$ cat src/rtl/rrpu_pkg.sv
// ----------------------------------------------------------------------------
// rrpu_pkg
// Shared types, widths and helpers of the rigid pose update core.
// ----------------------------------------------------------------------------
package rrpu_pkg;

  localparam int WORD_BITS = 32;
  localparam int DEN_W     = 38;   // 2^32 + (|a|^2 >> 28)
  localparam int NUM_W     = 63;   // 2^62 + den/2
  localparam int GAIN_W    = 31;   // gain in Q1.30, at most 2^30
  localparam int OPA_W     = 36;
  localparam int OPB_W     = 33;
  localparam int PROD_W    = OPA_W + OPB_W;
  localparam int WIDE_W    = 70;

  localparam logic [1:0] ACT_LOAD   = 2'd0;
  localparam logic [1:0] ACT_UPDATE = 2'd1;
  localparam logic [1:0] ACT_COMMIT = 2'd2;
  localparam logic [1:0] ACT_NOP    = 2'd3;

  localparam logic signed [WORD_BITS-1:0] ONE_Q30 = 32'sh4000_0000;

  typedef struct packed {
    logic             start;
    logic [DEN_W-1:0] den;
  } div_req_t;

  typedef struct packed {
    logic              busy;
    logic              done;
    logic [GAIN_W-1:0] quo;
  } div_rsp_t;

  function automatic logic signed [WORD_BITS-1:0] sat_word(input logic signed [WIDE_W-1:0] v);
    logic signed [WIDE_W-1:0] hi;
    logic signed [WIDE_W-1:0] lo;
    hi = WIDE_W'(64'sh7FFF_FFFF);
    lo = -hi - WIDE_W'(1);
    if (v > hi) return ONE_Q30 + 32'sh3FFF_FFFF;
    else if (v < lo) return -ONE_Q30 - ONE_Q30;
    else return v[WORD_BITS-1:0];
  endfunction

endpackage

$ cat src/rtl/rrpu_mul.sv
// ----------------------------------------------------------------------------
// rrpu_mul
// Shared signed multiplier with registered product.
// ----------------------------------------------------------------------------
module rrpu_mul
  import rrpu_pkg::*;
(
  input  logic                     clk_i,
  input  logic signed [OPA_W-1:0]  a_i,
  input  logic signed [OPB_W-1:0]  b_i,
  output logic signed [PROD_W-1:0] p_o
);

  logic signed [PROD_W-1:0] p_q;

  always_ff @(posedge clk_i) begin
    p_q <= PROD_W'(a_i) * PROD_W'(b_i);
  end

  assign p_o = p_q;

endmodule

$ cat config.mk
export PLATFORM = sky130hd
export DESIGN_NAME = rrpu_mul
export DESIGN_NICKNAME = d
export VERILOG_FILES = /design/src/rtl/rrpu_pkg.sv /design/src/rtl/rrpu_mul.sv
export SDC_FILE = /design/constraint.sdc
export NUM_CORES = 2
export LEC_CHECK = 0
export ABC_CLOCK_PERIOD_IN_PS = 10550
export BUFFER_PORTS_ARGS = -buffer_cell sky130_fd_sc_hd__buf_2
export CAP_MARGIN = 15
export CORE_MARGIN = 4
export CORE_UTILIZATION = 60
export CTS_CLUSTER_DIAMETER = 150
export CTS_CLUSTER_SIZE = 16
export DETAILED_ROUTE_END_ITERATION = 16
export PLACE_DENSITY = 0.77
export SYNTH_ARGS = -nofsm -noshare
export SYNTH_HDL_FRONTEND = slang
export SYNTH_SLANG_ARGS = --single-unit
$ cat constraint.sdc
create_clock -name clk_i -period 10.55 [get_ports clk_i]
set_input_delay 2.11 -clock clk_i [delete_from_list [all_inputs] [get_ports clk_i]]
set_output_delay 2.11 -clock clk_i [all_outputs]
set_load 0.005 [all_outputs]
* Yosys cells after proc, flatten, opt, wreduce, memory -nomap -nowiden *
Cells that the tools add are included.

word-level totals
  register bits after elaboration = 69
  bits in latches = 0
  memory bits (writable) = 0
  memory bits (read-only) = 0
  bits of input ports = 70
  output and inout port bits = 69
  word-level logic and storage cells = 2
  memories kept = 0

operators by class
  $add $sub $neg = 0
  multiply operators = 1
  div/mod/pow operators = 0
  $lt $le $gt $ge = 0
  eq/ne operators = 0
  shift-type cells = 0
  muxes and demuxes = 0
  bitwise operators = 0
  reductions and logical operators = 0

operators by type and width
  cell                          count
  multiplier 36 x 33 -> 69 bit  1

* Longest topological paths before layout *
  depth after elaboration = 1
  depth in mapped cells = 29

* Worst setup path before layout *
OpenSTA, ideal clock, no wires.

  path type = input port to flip-flop
  start point = input a_i[35]
  end point = register p_q[66] (netlist: p_o[66])
  arrival = 9.379 ns
  required time = 10.430 ns
  setup slack = 1.051 ns
  cell stages on the path = 25
  path buffers = 2
  path through = clkbuf_1 > and2_1 > fa_1 > fa_1 > fa_1 > fa_1 > inv_1 > fa_1 > inv_1 > fa_1 > fa_1 > inv_1 > fa_1 > inv_1 > ha_1 > clkbuf_1 > and3_1 > and2_1 > and3_1 > a21oi_1 > o21a_1 > o21ai_2 > and2_1 > o41a_1 > xor2_1

between the ends
  word-level cells in the longest chain between the ends = 1

RTL lines
  item                          RTL line        RTL
  start, declared               rrpu_mul.sv:9   input logic signed [OPA_W-1:0] a_i,
  multiplier 36 x 33 -> 69 bit  rrpu_mul.sv:17  p_q <= PROD_W'(a_i) * PROD_W'(b_i);
  end signal, assigned          rrpu_mul.sv:17
  end, declared                 rrpu_mul.sv:14  logic signed [PROD_W-1:0] p_q;

No other way between the ends.

* Final worst setup path *
  start point = input b_i[13]
  end point = register p_q[68] (netlist: p_o[68])

between the ends
  word-level cells in the longest chain between the ends = 1

RTL lines
  item                          RTL line        RTL
  start, declared               rrpu_mul.sv:10  input logic signed [OPB_W-1:0] b_i,
  multiplier 36 x 33 -> 69 bit  rrpu_mul.sv:17

No other way between the ends.

==> results.sh <==
export IMPL_async_flop_share=0
export IMPL_grt_pass1_vias=34300
export IMPL_path_class="in2reg"
export IMPL_num_vias=31100
export IMPL_tightest_slew_ps=1060
export IMPL_io_pins=139
export IMPL_clockRootBuffer="clkbuf_16"
export IMPL_rows=98
export IMPL_hold_class="in2reg"
export IMPL_first_pass_iters=6
export IMPL_period_share=0.951
export IMPL_drc=0
export IMPL_drive_gt1_frac=0.0522
export IMPL_grt_util_all_layers=0.313
export IMPL_holdPathStages=2
export IMPL_cts_clk_slew_worst_paths_ps=60
export IMPL_synth_cell_type_count=54
export IMPL_cts_resized=0
export IMPL_syn_inst=4636
export IMPL_worst_endpoint_arrival_ps=10260
export IMPL_area_delta_synth_final_pct=4.15
export IMPL_synth_seq_cells=69
export IMPL_relSlewSlack=0.290
export IMPL_fin_area_sq_mm=0.0451
export IMPL_finalHoldWorstSlack_ps=2280
export IMPL_dp_hpwl_um=96100
export IMPL_status="finished, final reports clean"
export IMPL_coreArea_sq_mm=0.0715
export IMPL_synth_flop_cell="dfxtp_1"
export IMPL_cp_max_fo=36
export IMPL_critPathCaptureType="flip-flop"
export IMPL_cts_path_max_buffers=2
export IMPL_num_nets_final=6141
export IMPL_slew_violations=0
export IMPL_grt_pass1_wl_um=186000
export IMPL_cap_violations=0
export IMPL_fp_dieArea_sq_mm=0.0766
export IMPL_antenna_found_initial=10
export IMPL_drtIter0Drc=2099
export IMPL_cp_data_required_time_ps=10780
export IMPL_synth_xor_area_share=0.0156
export IMPL_largest_reg_flops=69
export IMPL_cts_hold_buf=0
export IMPL_wl_per_cell_um=20.9
export IMPL_layout_commonest_cell="fa_1"
export IMPL_port_buffer_count=138
export IMPL_synthesis_nets=6167
export IMPL_critPathLaunchType="input port"
export IMPL_gp_congestion=0.946
export IMPL_wl_um=117000
export IMPL_layout_common_cells="fa_1 (1238), inv_1 (1224), and2_1 (602), nand2_1 (602), ha_1 (223)"
export IMPL_yosysSeqAreaShare=0.0319
export IMPL_antenna_left=0
export IMPL_initial_core_util=0.606
export IMPL_grt_max_degree=37
export IMPL_fin_cells=5571
export IMPL_numCtsBuffers=9
export IMPL_cts_sinks=69
export IMPL_fin_tns_setup_ps=0
export IMPL_post_route_min_period_ps=10030
export IMPL_cts_max_level=3
export IMPL_vias_per_cell=5.58
export IMPL_fmax_ghz=0.0997
export IMPL_synth_compound_area_share=0.0330
export IMPL_synth_mux_area_frac=0
export IMPL_setup_violations=0
export IMPL_die_y_um=277
export IMPL_hold_viol=0
export IMPL_avgSynthCellArea_sq_um=9.34
export IMPL_overflow=0
export IMPL_dp_cells=5548
export IMPL_synth_top_family_by_area="adder cells"
export IMPL_cts_tree="yes"
export IMPL_cts_setup_buffers=0
export IMPL_synth_simple_area_share=0.155
export IMPL_syn_area_sq_mm=0.0433
export IMPL_synth_edff_count=0
export IMPL_dieWidth_um=277
export IMPL_synthAdderAreaFrac=0.637
export IMPL_rsz0062_at_grt="no"
export IMPL_post_dp_cell_area_sq_mm=0.0448
export IMPL_yosysWarnings=0
==> layout make-up <==
type	count	area (sq um)
Antenna cell	6	15.0
Clock buffer	9	225
Clock inverter	7	62.6
Fill cell	5908	26400
Inverter	1224	4590
Multi-Input combinational cell	3098	36400
Sequential cell	69	1380
Tap cell	950	1190
Timing Repair Buffer	208	1250
==> cells by family (layout without fill, tap and decap cells) <==
group	after synthesis	after routing
other	0	6
and+or+nand+nor	1347	1347
AOI/OAI and AO/OA	213	213
xor gates and xnor gates	77	77
buffers and inverters	1469	1448
DFF	69	69
adders and majority gates	1461	1461
==> path summary, 6_finish.rpt <==
| path | from | end |
|---|---|---|
| setup / recovery | b_i[13] | p_o[68] |
| hold / removal | a_i[0] | p_o[0] |
==> layer usage <==
metal	GRT usage	routed length (um)	vias to the layer above
li1	-	-	13000
met1	0.363	39200	16100
met2	0.531	57500	1499
met3	0.0561	9270	497
met4	0.217	10700	4
met5	0	27	-
==> worst max-delay path, stage by stage <==
cell and delay (ps):
buf_2 670, and2_1 260, fa_1 460, fa_1 560
inv_1 80, fa_1 530, inv_1 50, fa_1 480
fa_1 770, fa_1 490, fa_1 480, inv_1 50
fa_1 520, inv_1 50, ha_1 410, inv_1 110
nor4_1 590, nand2_1 110, o211ai_1 580, o31ai_4 170
o21ai_2 230, nand4_1 130, a21oi_1 210, xnor2_1 100
==> cells in the mapped netlist, drive strengths merged, types with 11 or more instances <==
cell	instances	area share
nand2	603	0.052
nand2b	14	0.0020
a21o	24	0.0042
nor2	72	0.0062
dfxtp	69	0.032
xor2	29	0.0059
a21oi	71	0.0085
inv	1224	0.11
o21ai	44	0.0053
a211oi	11	0.0024
and2	602	0.087
nor3	13	0.0015
clkbuf	238	0.021
ha	223	0.064
xnor2	48	0.0097
nand4	17	0.0026
fa	1238	0.57
==> metrics by stage <==
stage          setup WS, ps   util
3_5_place_dp            381  0.627
5_1_grt                 308  0.631
6_report                519  0.631
2_1_floorplan          1050      -
4_1_cts                 746  0.631
3_3_place_gp            440  0.627
Power is not shown: default switching activity piles up to over one toggle a cycle in this logic, so the estimate is an artifact.
