$ cat config.mk
export PLATFORM = sky130hd
export DESIGN_NAME = rrpu_div
export DESIGN_NICKNAME = d
export VERILOG_FILES = /design/src/rtl/rrpu_pkg.sv /design/src/rtl/rrpu_div.sv
export SDC_FILE = /design/constraint.sdc
export NUM_CORES = 1
export LEC_CHECK = 0
export BUFFER_PORTS_ARGS = -buffer_cell sky130_fd_sc_hd__buf_2
export CAP_MARGIN = 25
export CORE_MARGIN = 1.5
export CORE_UTILIZATION = 40
export DETAILED_ROUTE_END_ITERATION = 8
export PLACE_DENSITY = 0.68
export SYNTH_ARGS = -nofsm -noshare
export SYNTH_HDL_FRONTEND = slang
export SYNTH_SLANG_ARGS = --single-unit
$ cat constraint.sdc
create_clock -name clk_i -period 8.5 [get_ports clk_i]
set_input_delay 0.425 -clock clk_i [delete_from_list [all_inputs] [get_ports clk_i]]
set_output_delay 0.425 -clock clk_i [all_outputs]
set_load 0.05 [all_outputs]
$ cat src/rtl/rrpu_pkg.sv
// ----------------------------------------------------------------------------
// rrpu_pkg
// Shared types, widths and helpers of the rigid pose update core.
// ----------------------------------------------------------------------------
package rrpu_pkg;

  localparam int WORD_BITS = 32;
  localparam int DEN_W     = 38;   // 2^32 + (|a|^2 >> 28)
  localparam int NUM_W     = 63;   // 2^62 + den/2
  localparam int GAIN_W    = 31;   // gain in Q1.30, at most 2^30
  localparam int OPA_W     = 36;
  localparam int OPB_W     = 33;
  localparam int PROD_W    = OPA_W + OPB_W;
  localparam int WIDE_W    = 70;

  localparam logic [1:0] ACT_LOAD   = 2'd0;
  localparam logic [1:0] ACT_UPDATE = 2'd1;
  localparam logic [1:0] ACT_COMMIT = 2'd2;
  localparam logic [1:0] ACT_NOP    = 2'd3;

  localparam logic signed [WORD_BITS-1:0] ONE_Q30 = 32'sh4000_0000;

  typedef struct packed {
    logic             start;
    logic [DEN_W-1:0] den;
  } div_req_t;

  typedef struct packed {
    logic              busy;
    logic              done;
    logic [GAIN_W-1:0] quo;
  } div_rsp_t;

  function automatic logic signed [WORD_BITS-1:0] sat_word(input logic signed [WIDE_W-1:0] v);
    logic signed [WIDE_W-1:0] hi;
    logic signed [WIDE_W-1:0] lo;
    hi = WIDE_W'(64'sh7FFF_FFFF);
    lo = -hi - WIDE_W'(1);
    if (v > hi) return ONE_Q30 + 32'sh3FFF_FFFF;
    else if (v < lo) return -ONE_Q30 - ONE_Q30;
    else return v[WORD_BITS-1:0];
  endfunction

endpackage

$ cat src/rtl/rrpu_div.sv
// ----------------------------------------------------------------------------
// rrpu_div
// Restoring divider, one quotient bit per cycle: (2^62 + den/2) / den.
// ----------------------------------------------------------------------------
module rrpu_div
  import rrpu_pkg::*;
(
  input  logic     clk_i,
  input  logic     rst_ni,
  input  div_req_t req_i,
  output div_rsp_t rsp_o
);

  logic [DEN_W-1:0]  rem_q;
  logic [DEN_W-1:0]  den_q;
  logic [NUM_W-1:0]  num_q;
  logic [GAIN_W-1:0] quo_q;
  logic [5:0]        cnt_q;
  logic              busy_q;
  logic              done_q;
  logic [DEN_W:0]    trial;
  logic              fits;

  assign trial = {rem_q, num_q[NUM_W-1]};
  assign fits  = trial >= {1'b0, den_q};

  always_ff @(posedge clk_i or negedge rst_ni) begin
    if (!rst_ni) begin
      busy_q <= 1'b0;
      done_q <= 1'b0;
      cnt_q  <= '0;
    end else begin
      done_q <= 1'b0;
      if (req_i.start) begin
        busy_q <= 1'b1;
        cnt_q  <= '0;
      end else if (busy_q) begin
        cnt_q <= cnt_q + 6'd1;
        if (cnt_q == 6'(NUM_W - 1)) begin
          busy_q <= 1'b0;
          done_q <= 1'b1;
        end
      end
    end
  end

  always_ff @(posedge clk_i) begin
    if (req_i.start) begin
      rem_q <= '0;
      den_q <= req_i.den;
      num_q <= {1'b1, {(NUM_W-1){1'b0}}} + NUM_W'(req_i.den >> 1);
      quo_q <= '0;
    end else if (busy_q) begin
      rem_q <= fits ? DEN_W'(trial - {1'b0, den_q}) : trial[DEN_W-1:0];
      num_q <= num_q << 1;
      quo_q <= {quo_q[GAIN_W-2:0], fits};
    end
  end

  assign rsp_o.busy = busy_q;
  assign rsp_o.done = done_q;
  assign rsp_o.quo  = quo_q;

endmodule

After elaboration in Yosys (flattened, before gate mapping)
Index checks and enable logic that the tools add are counted.
{"block": "word_totals", "register_bits": 178, "out_inout_bits": 33}
{"block": "classes", "add_sub_neg": 3, "n_lt_le_gt_ge": 1, "eq_ne": 1, "muxes": 11, "reduce_logical": 1}
{"cell": "$mux 63", "n": 2}
{"cell": "$add 63x37->63 const A", "n": 1}
{"cell": "$ge 39x38->1", "n": 1}
{"cell": "$mux 38", "n": 1}
{"cell": "$sub 38x38->38", "n": 1}
{"cell": "$mux 6", "n": 2}
{"cell": "$add 6x1->6 const B", "n": 1}
{"cell": "$eq 6x6->1 const B", "n": 1}
{"cell": "$mux 1", "n": 6}
{"cell": "$reduce_bool 2->1", "n": 1}

Depth between registers and ports, before layout
{"block": "logic_depth", "depth_word": 4, "depth_mapped": 14}

Least setup slack after synthesis
OpenSTA, ideal clock, no wires.
{"block": "synth_timing", "path_kind": "register -> register", "from": "reg busy_q", "to": "reg num_q[0] (enable)", "setup_time_ns": 0.688, "arrival_ns": 2.099, "required_time_ns": 7.812, "slack_ns": 5.713, "path_stages_with_launch": 5, "n_path_buf": 2, "period_less_slack_ns": 2.787, "path_cell_list": "dfrtp_1 -> clkbuf_1 -> inv_1 -> clkbuf_1 -> nand2_1"}
{"block": "synth_via", "elab_chain_cells": 1}
{"item": "start, declared", "line": "rrpu_div.sv:19", "text": "logic busy_q;"}
{"item": "start signal, assigned", "line": "rrpu_div.sv:29", "text": "busy_q <= 1'b0;"}
{"item": "start signal, assigned", "line": "rrpu_div.sv:35", "text": "busy_q <= 1'b1;"}
{"item": "start signal, assigned", "line": "rrpu_div.sv:40", "text": "busy_q <= 1'b0;"}
{"item": "$reduce_bool 2->1 (no source line)"}
{"item": "end signal, assigned", "line": "rrpu_div.sv:51", "text": "num_q <= {1'b1, {(NUM_W-1){1'b0}}} + NUM_W'(req_i.den >> 1);"}
{"item": "end signal, assigned", "line": "rrpu_div.sv:55", "text": "num_q <= num_q << 1;"}
{"item": "end, declared", "line": "rrpu_div.sv:16", "text": "logic [NUM_W-1:0] num_q;"}
Every way passes these cells.
A chain may end at the register's enable or synchronous reset.

Final worst setup path
{"block": "layout_timing", "from": "reg den_q[4]", "to": "reg rem_q[33]"}
{"block": "layout_via", "elab_chain_cells": 2, "elab_cells_between_ends": 3, "cone_classes": "add/sub: 1; order compare: 1; mux: 1"}
{"item": "start, declared", "line": "rrpu_div.sv:15", "text": "logic [DEN_W-1:0] den_q;"}
{"item": "start signal, assigned", "line": "rrpu_div.sv:50", "text": "den_q <= req_i.den;"}
{"item": "$sub 38x38->38 or $ge 39x38->1 (tied branches)", "line": "rrpu_div.sv:54, rrpu_div.sv:25"}
{"item": "$mux 38 *", "line": "rrpu_div.sv:54", "text": "rem_q <= fits ? DEN_W'(trial - {1'b0, den_q}) : trial[DEN_W-1:0];"}
{"item": "end signal, assigned", "line": "rrpu_div.sv:54"}
{"item": "end, declared", "line": "rrpu_div.sv:14", "text": "logic [DEN_W-1:0] rem_q;"}
Mark *: on every way between the ends. The rest lies on a longest branch, timed or not.

==> results.md <==
- Detailed placer's ending HPWL: 12600 um
- Final hold vios: 0
- Crit path arrival time: 3.78 ns
- Initial core utilization: 40.64%
- Synth cell count leaders: 101 x edfxtp_1, 78 x nor2_1, 69 x dfxtp_1, 57 x inv_1, 56 x mux2i_1
- Reg2reg start: den_q[4]
- XOR/XNOR Fraction of Synth Area: 3.246%
- Setup TNS: 0 ns
- YS warnings: 0
- Post-synth ARST share: 4.494%
- DIE HEIGHT: 154.4 um
- Sequential fraction of the synthesis area: 50.30%
- Post-synth top area share: 33.06%
- Area grow syn2layout: 12.71%
- Core Footprint: 22570 sq um
- Crit Path Max Fanout: 39
- H-tree depth: 4
- Critical path class: flip-flop to flip-flop
- Lkg Pwr: 0.004629 uW
- Global-route wire length before repair: 30760 um
- Post-Synth Adder-Cell Area: 5.674%
- Number of antenna diodes: 0
- Total GRT Usage: 16.00%
- Period utilization: 40.91%
- Seq cells post-synth: 178
- Count leader, synth: edfxtp_1
- Area leader, netlist: edfxtp_1
- TritonCTS sink count: 178
- Initial antenna violation count: 1
- Placed Area: 9711 sq um
- Min Clock Period, post-route: 3.478 ns
- Post-synth EDFFs: 101
- RSZ-0062 raised after global routing: no
- Max Slew Vio Count: 0
- Synth unique cells: 67
- Final worst slack: 5.022 ns
- Fill cells: 2122
- Worst setup EP type: flip-flop
- DRC: 0
- Top cells by area, synth: edfxtp_1 33%, dfxtp_1 15%, mux2i_1 6.1%
- Vias: 6229
- Outcome: complete, no violations
- Hold Path Class: primary input to flip-flop
- Clock Latency Late Sink: 0.44 ns
- Least-Margin Pin Slew: 0.7305 ns
- Cells after synthesis: 851
- GRT Residual Overflow: 0
- Required time worst endpoint: 8.80 ns
- CTS tree: yes
- Highest clock rate: 287.6 MHz
- VDD IR max: 0.1300 mV
- Complex-gate fraction of the synthesized area: 13.11%
- Routed wire per std cell: 15.21 um
- Total CTS buffers: 17
- Post-CTS setup repair buffer count: 0
- Post-Synth Simple-Gate Area: 11.63%
- Die width: 154.4 um
- Crit path from: den_q[4]
- Antenna viol nets, final: 0
- Syn_area_per_cell: 10.78 sq um
- Routability Congestion: 0.8565
- Max-Cap Viols: 0
- Dpl ws: 5.044 ns
- Vias per cell: 5.187
- Mux contribution to synthesized area: 11.06%
- Final instance area: 10340 sq um
- First drt pass iteration count: 4
- Final net count: 985
- Largest net degree at the start of global routing: 69
- Reg clk slew, reported paths: 0.07 ns
- Endpoints failing setup: 0
- Vias in the first global route: 6217
- Site row count: 55
- Total I/O pin count: 74
- DR iter-0 viols: 347
- Cell Area, Synth: 9174 sq um
- Clock skew: 0.02094 ns
- Relative slew margins: 51.30%
- DIE AREA: 23850 sq um
- PD cells: 302.0 nW/um^2
- Maximum root-to-sink buffer count: 2
- Share of post-route cells with drive strength above 1: 18.45%
- Crit path launch type: flip-flop
- Largest family of logic cells by synthesized area: compound AO/OA/AOI/OAI gates
- Root Buffer: clkbuf_16
- Primary FF master, synth: edfxtp_1
- Hold_sp: req_i[10]
- Syn_nets: 933
- WL final: 18270 um
- PortBufs: 73
## layout by cell type, fill, tap and decap left out, drive strengths merged, types with 28 or more instances in the layout
cell and instances:
inv 65, mux2i 56, edfxtp 101, nor2b 28, nand2 49, a21oi 48
dfxtp 69, ha 40, a211oi 31, buf 78, nor2 78, mux2 40
## timing repair
item | in CTS | in global routing
setup endpoints to repair | 0 | 0
hold buffers | 1 | 0
gates resized for setup | 0 | 0
hold endpoints to repair | 8 | 0
## final timing paths
kind | to | slack [ns] | cells past startpoint
worst max-delay path | rem_q[33] | 5.02 | 12
worst min-delay path | den_q[10] | 0.17 | 1
worst max register to register | rem_q[33] | 5.02 | 12
worst min register to register | rem_q[17] | 0.49 | 2
max in group asynchronous | busy_q | 7.95 | 2
min in group asynchronous | cnt_q[0] | 0.36 | 2
## where the power goes
group	internal (uW)	leakage, uW	switching, uW
Combinational	517	0.00257	664
Sequential	1030	0.00175	79.0
Clock	472	0.000305	356
Total	2020	0.00463	1100
## worst max-delay path, stage by stage, from the launching register on
cell	delay (ns)
edfxtp_1	0.33
inv_1	0.04
ha_1	0.33
nand2_1	0.13
a211oi_1	0.34
nor3_1	0.09
o21a_1	0.24
a31o_2	0.30
o21ai_4	0.41
buf_4	0.53
mux2_2	0.39
mux2i_1	0.13
a211oi_1	0.06
## state kept, by name, indices dropped and copies added (netlist names)
name    flops
cnt_q       6
den_q      38
busy_q      1
done_q      1
num_q      63
rem_q      38
quo_q      31
## stage by stage
stage	total power, uW	util (%)	instances	hold WS (ns)
after floorplan	2074	-	851	0.1294
after global placement	2289	43.02	1168	0.2779
after detailed placement	2304	43.02	1168	0.2814
after CTS	3144	45.81	1201	0.1519
after global routing	3332	45.81	1201	0.1474
final	3122	45.81	1201	0.1657
## cell type report
class / instances / area (sq um) / share of cell area, %
clock buffers: 17 / 425.4 / 4.114
clock inverters: 15 / 193.9 / 1.876
inverters: 57 / 214.0 / 2.069
multi-input cells: 570 / 4113 / 39.77
flip-flops and latches: 178 / 4618 / 44.66
well taps: 285 / 356.6 / 3.449
repair buffers: 79 / 419.2 / 4.054
## routing by layer
metal	GRT usage, %	routed length [um]	vias to the layer above
met1	20.48	8558	2935
met2	26.10	8557	110
met4	4.853	253	2
met5	0	13	-
met3	4.791	885	22
li1	-	-	3160
## logic make-up (layout without fill, tap and decap cells)
logic type               Yosys count  in the layout
AO/OA/AOI/OAI                    179            179
XOR/XNOR                          34             34
AND/OR/NAND/NOR                  220            220
multiplexers                      96             96
flip-flops                       178            178
buffers and inverters            103            168
adder cells (fa/ha/maj)           41             41
(Power assumes the default switching activity.)
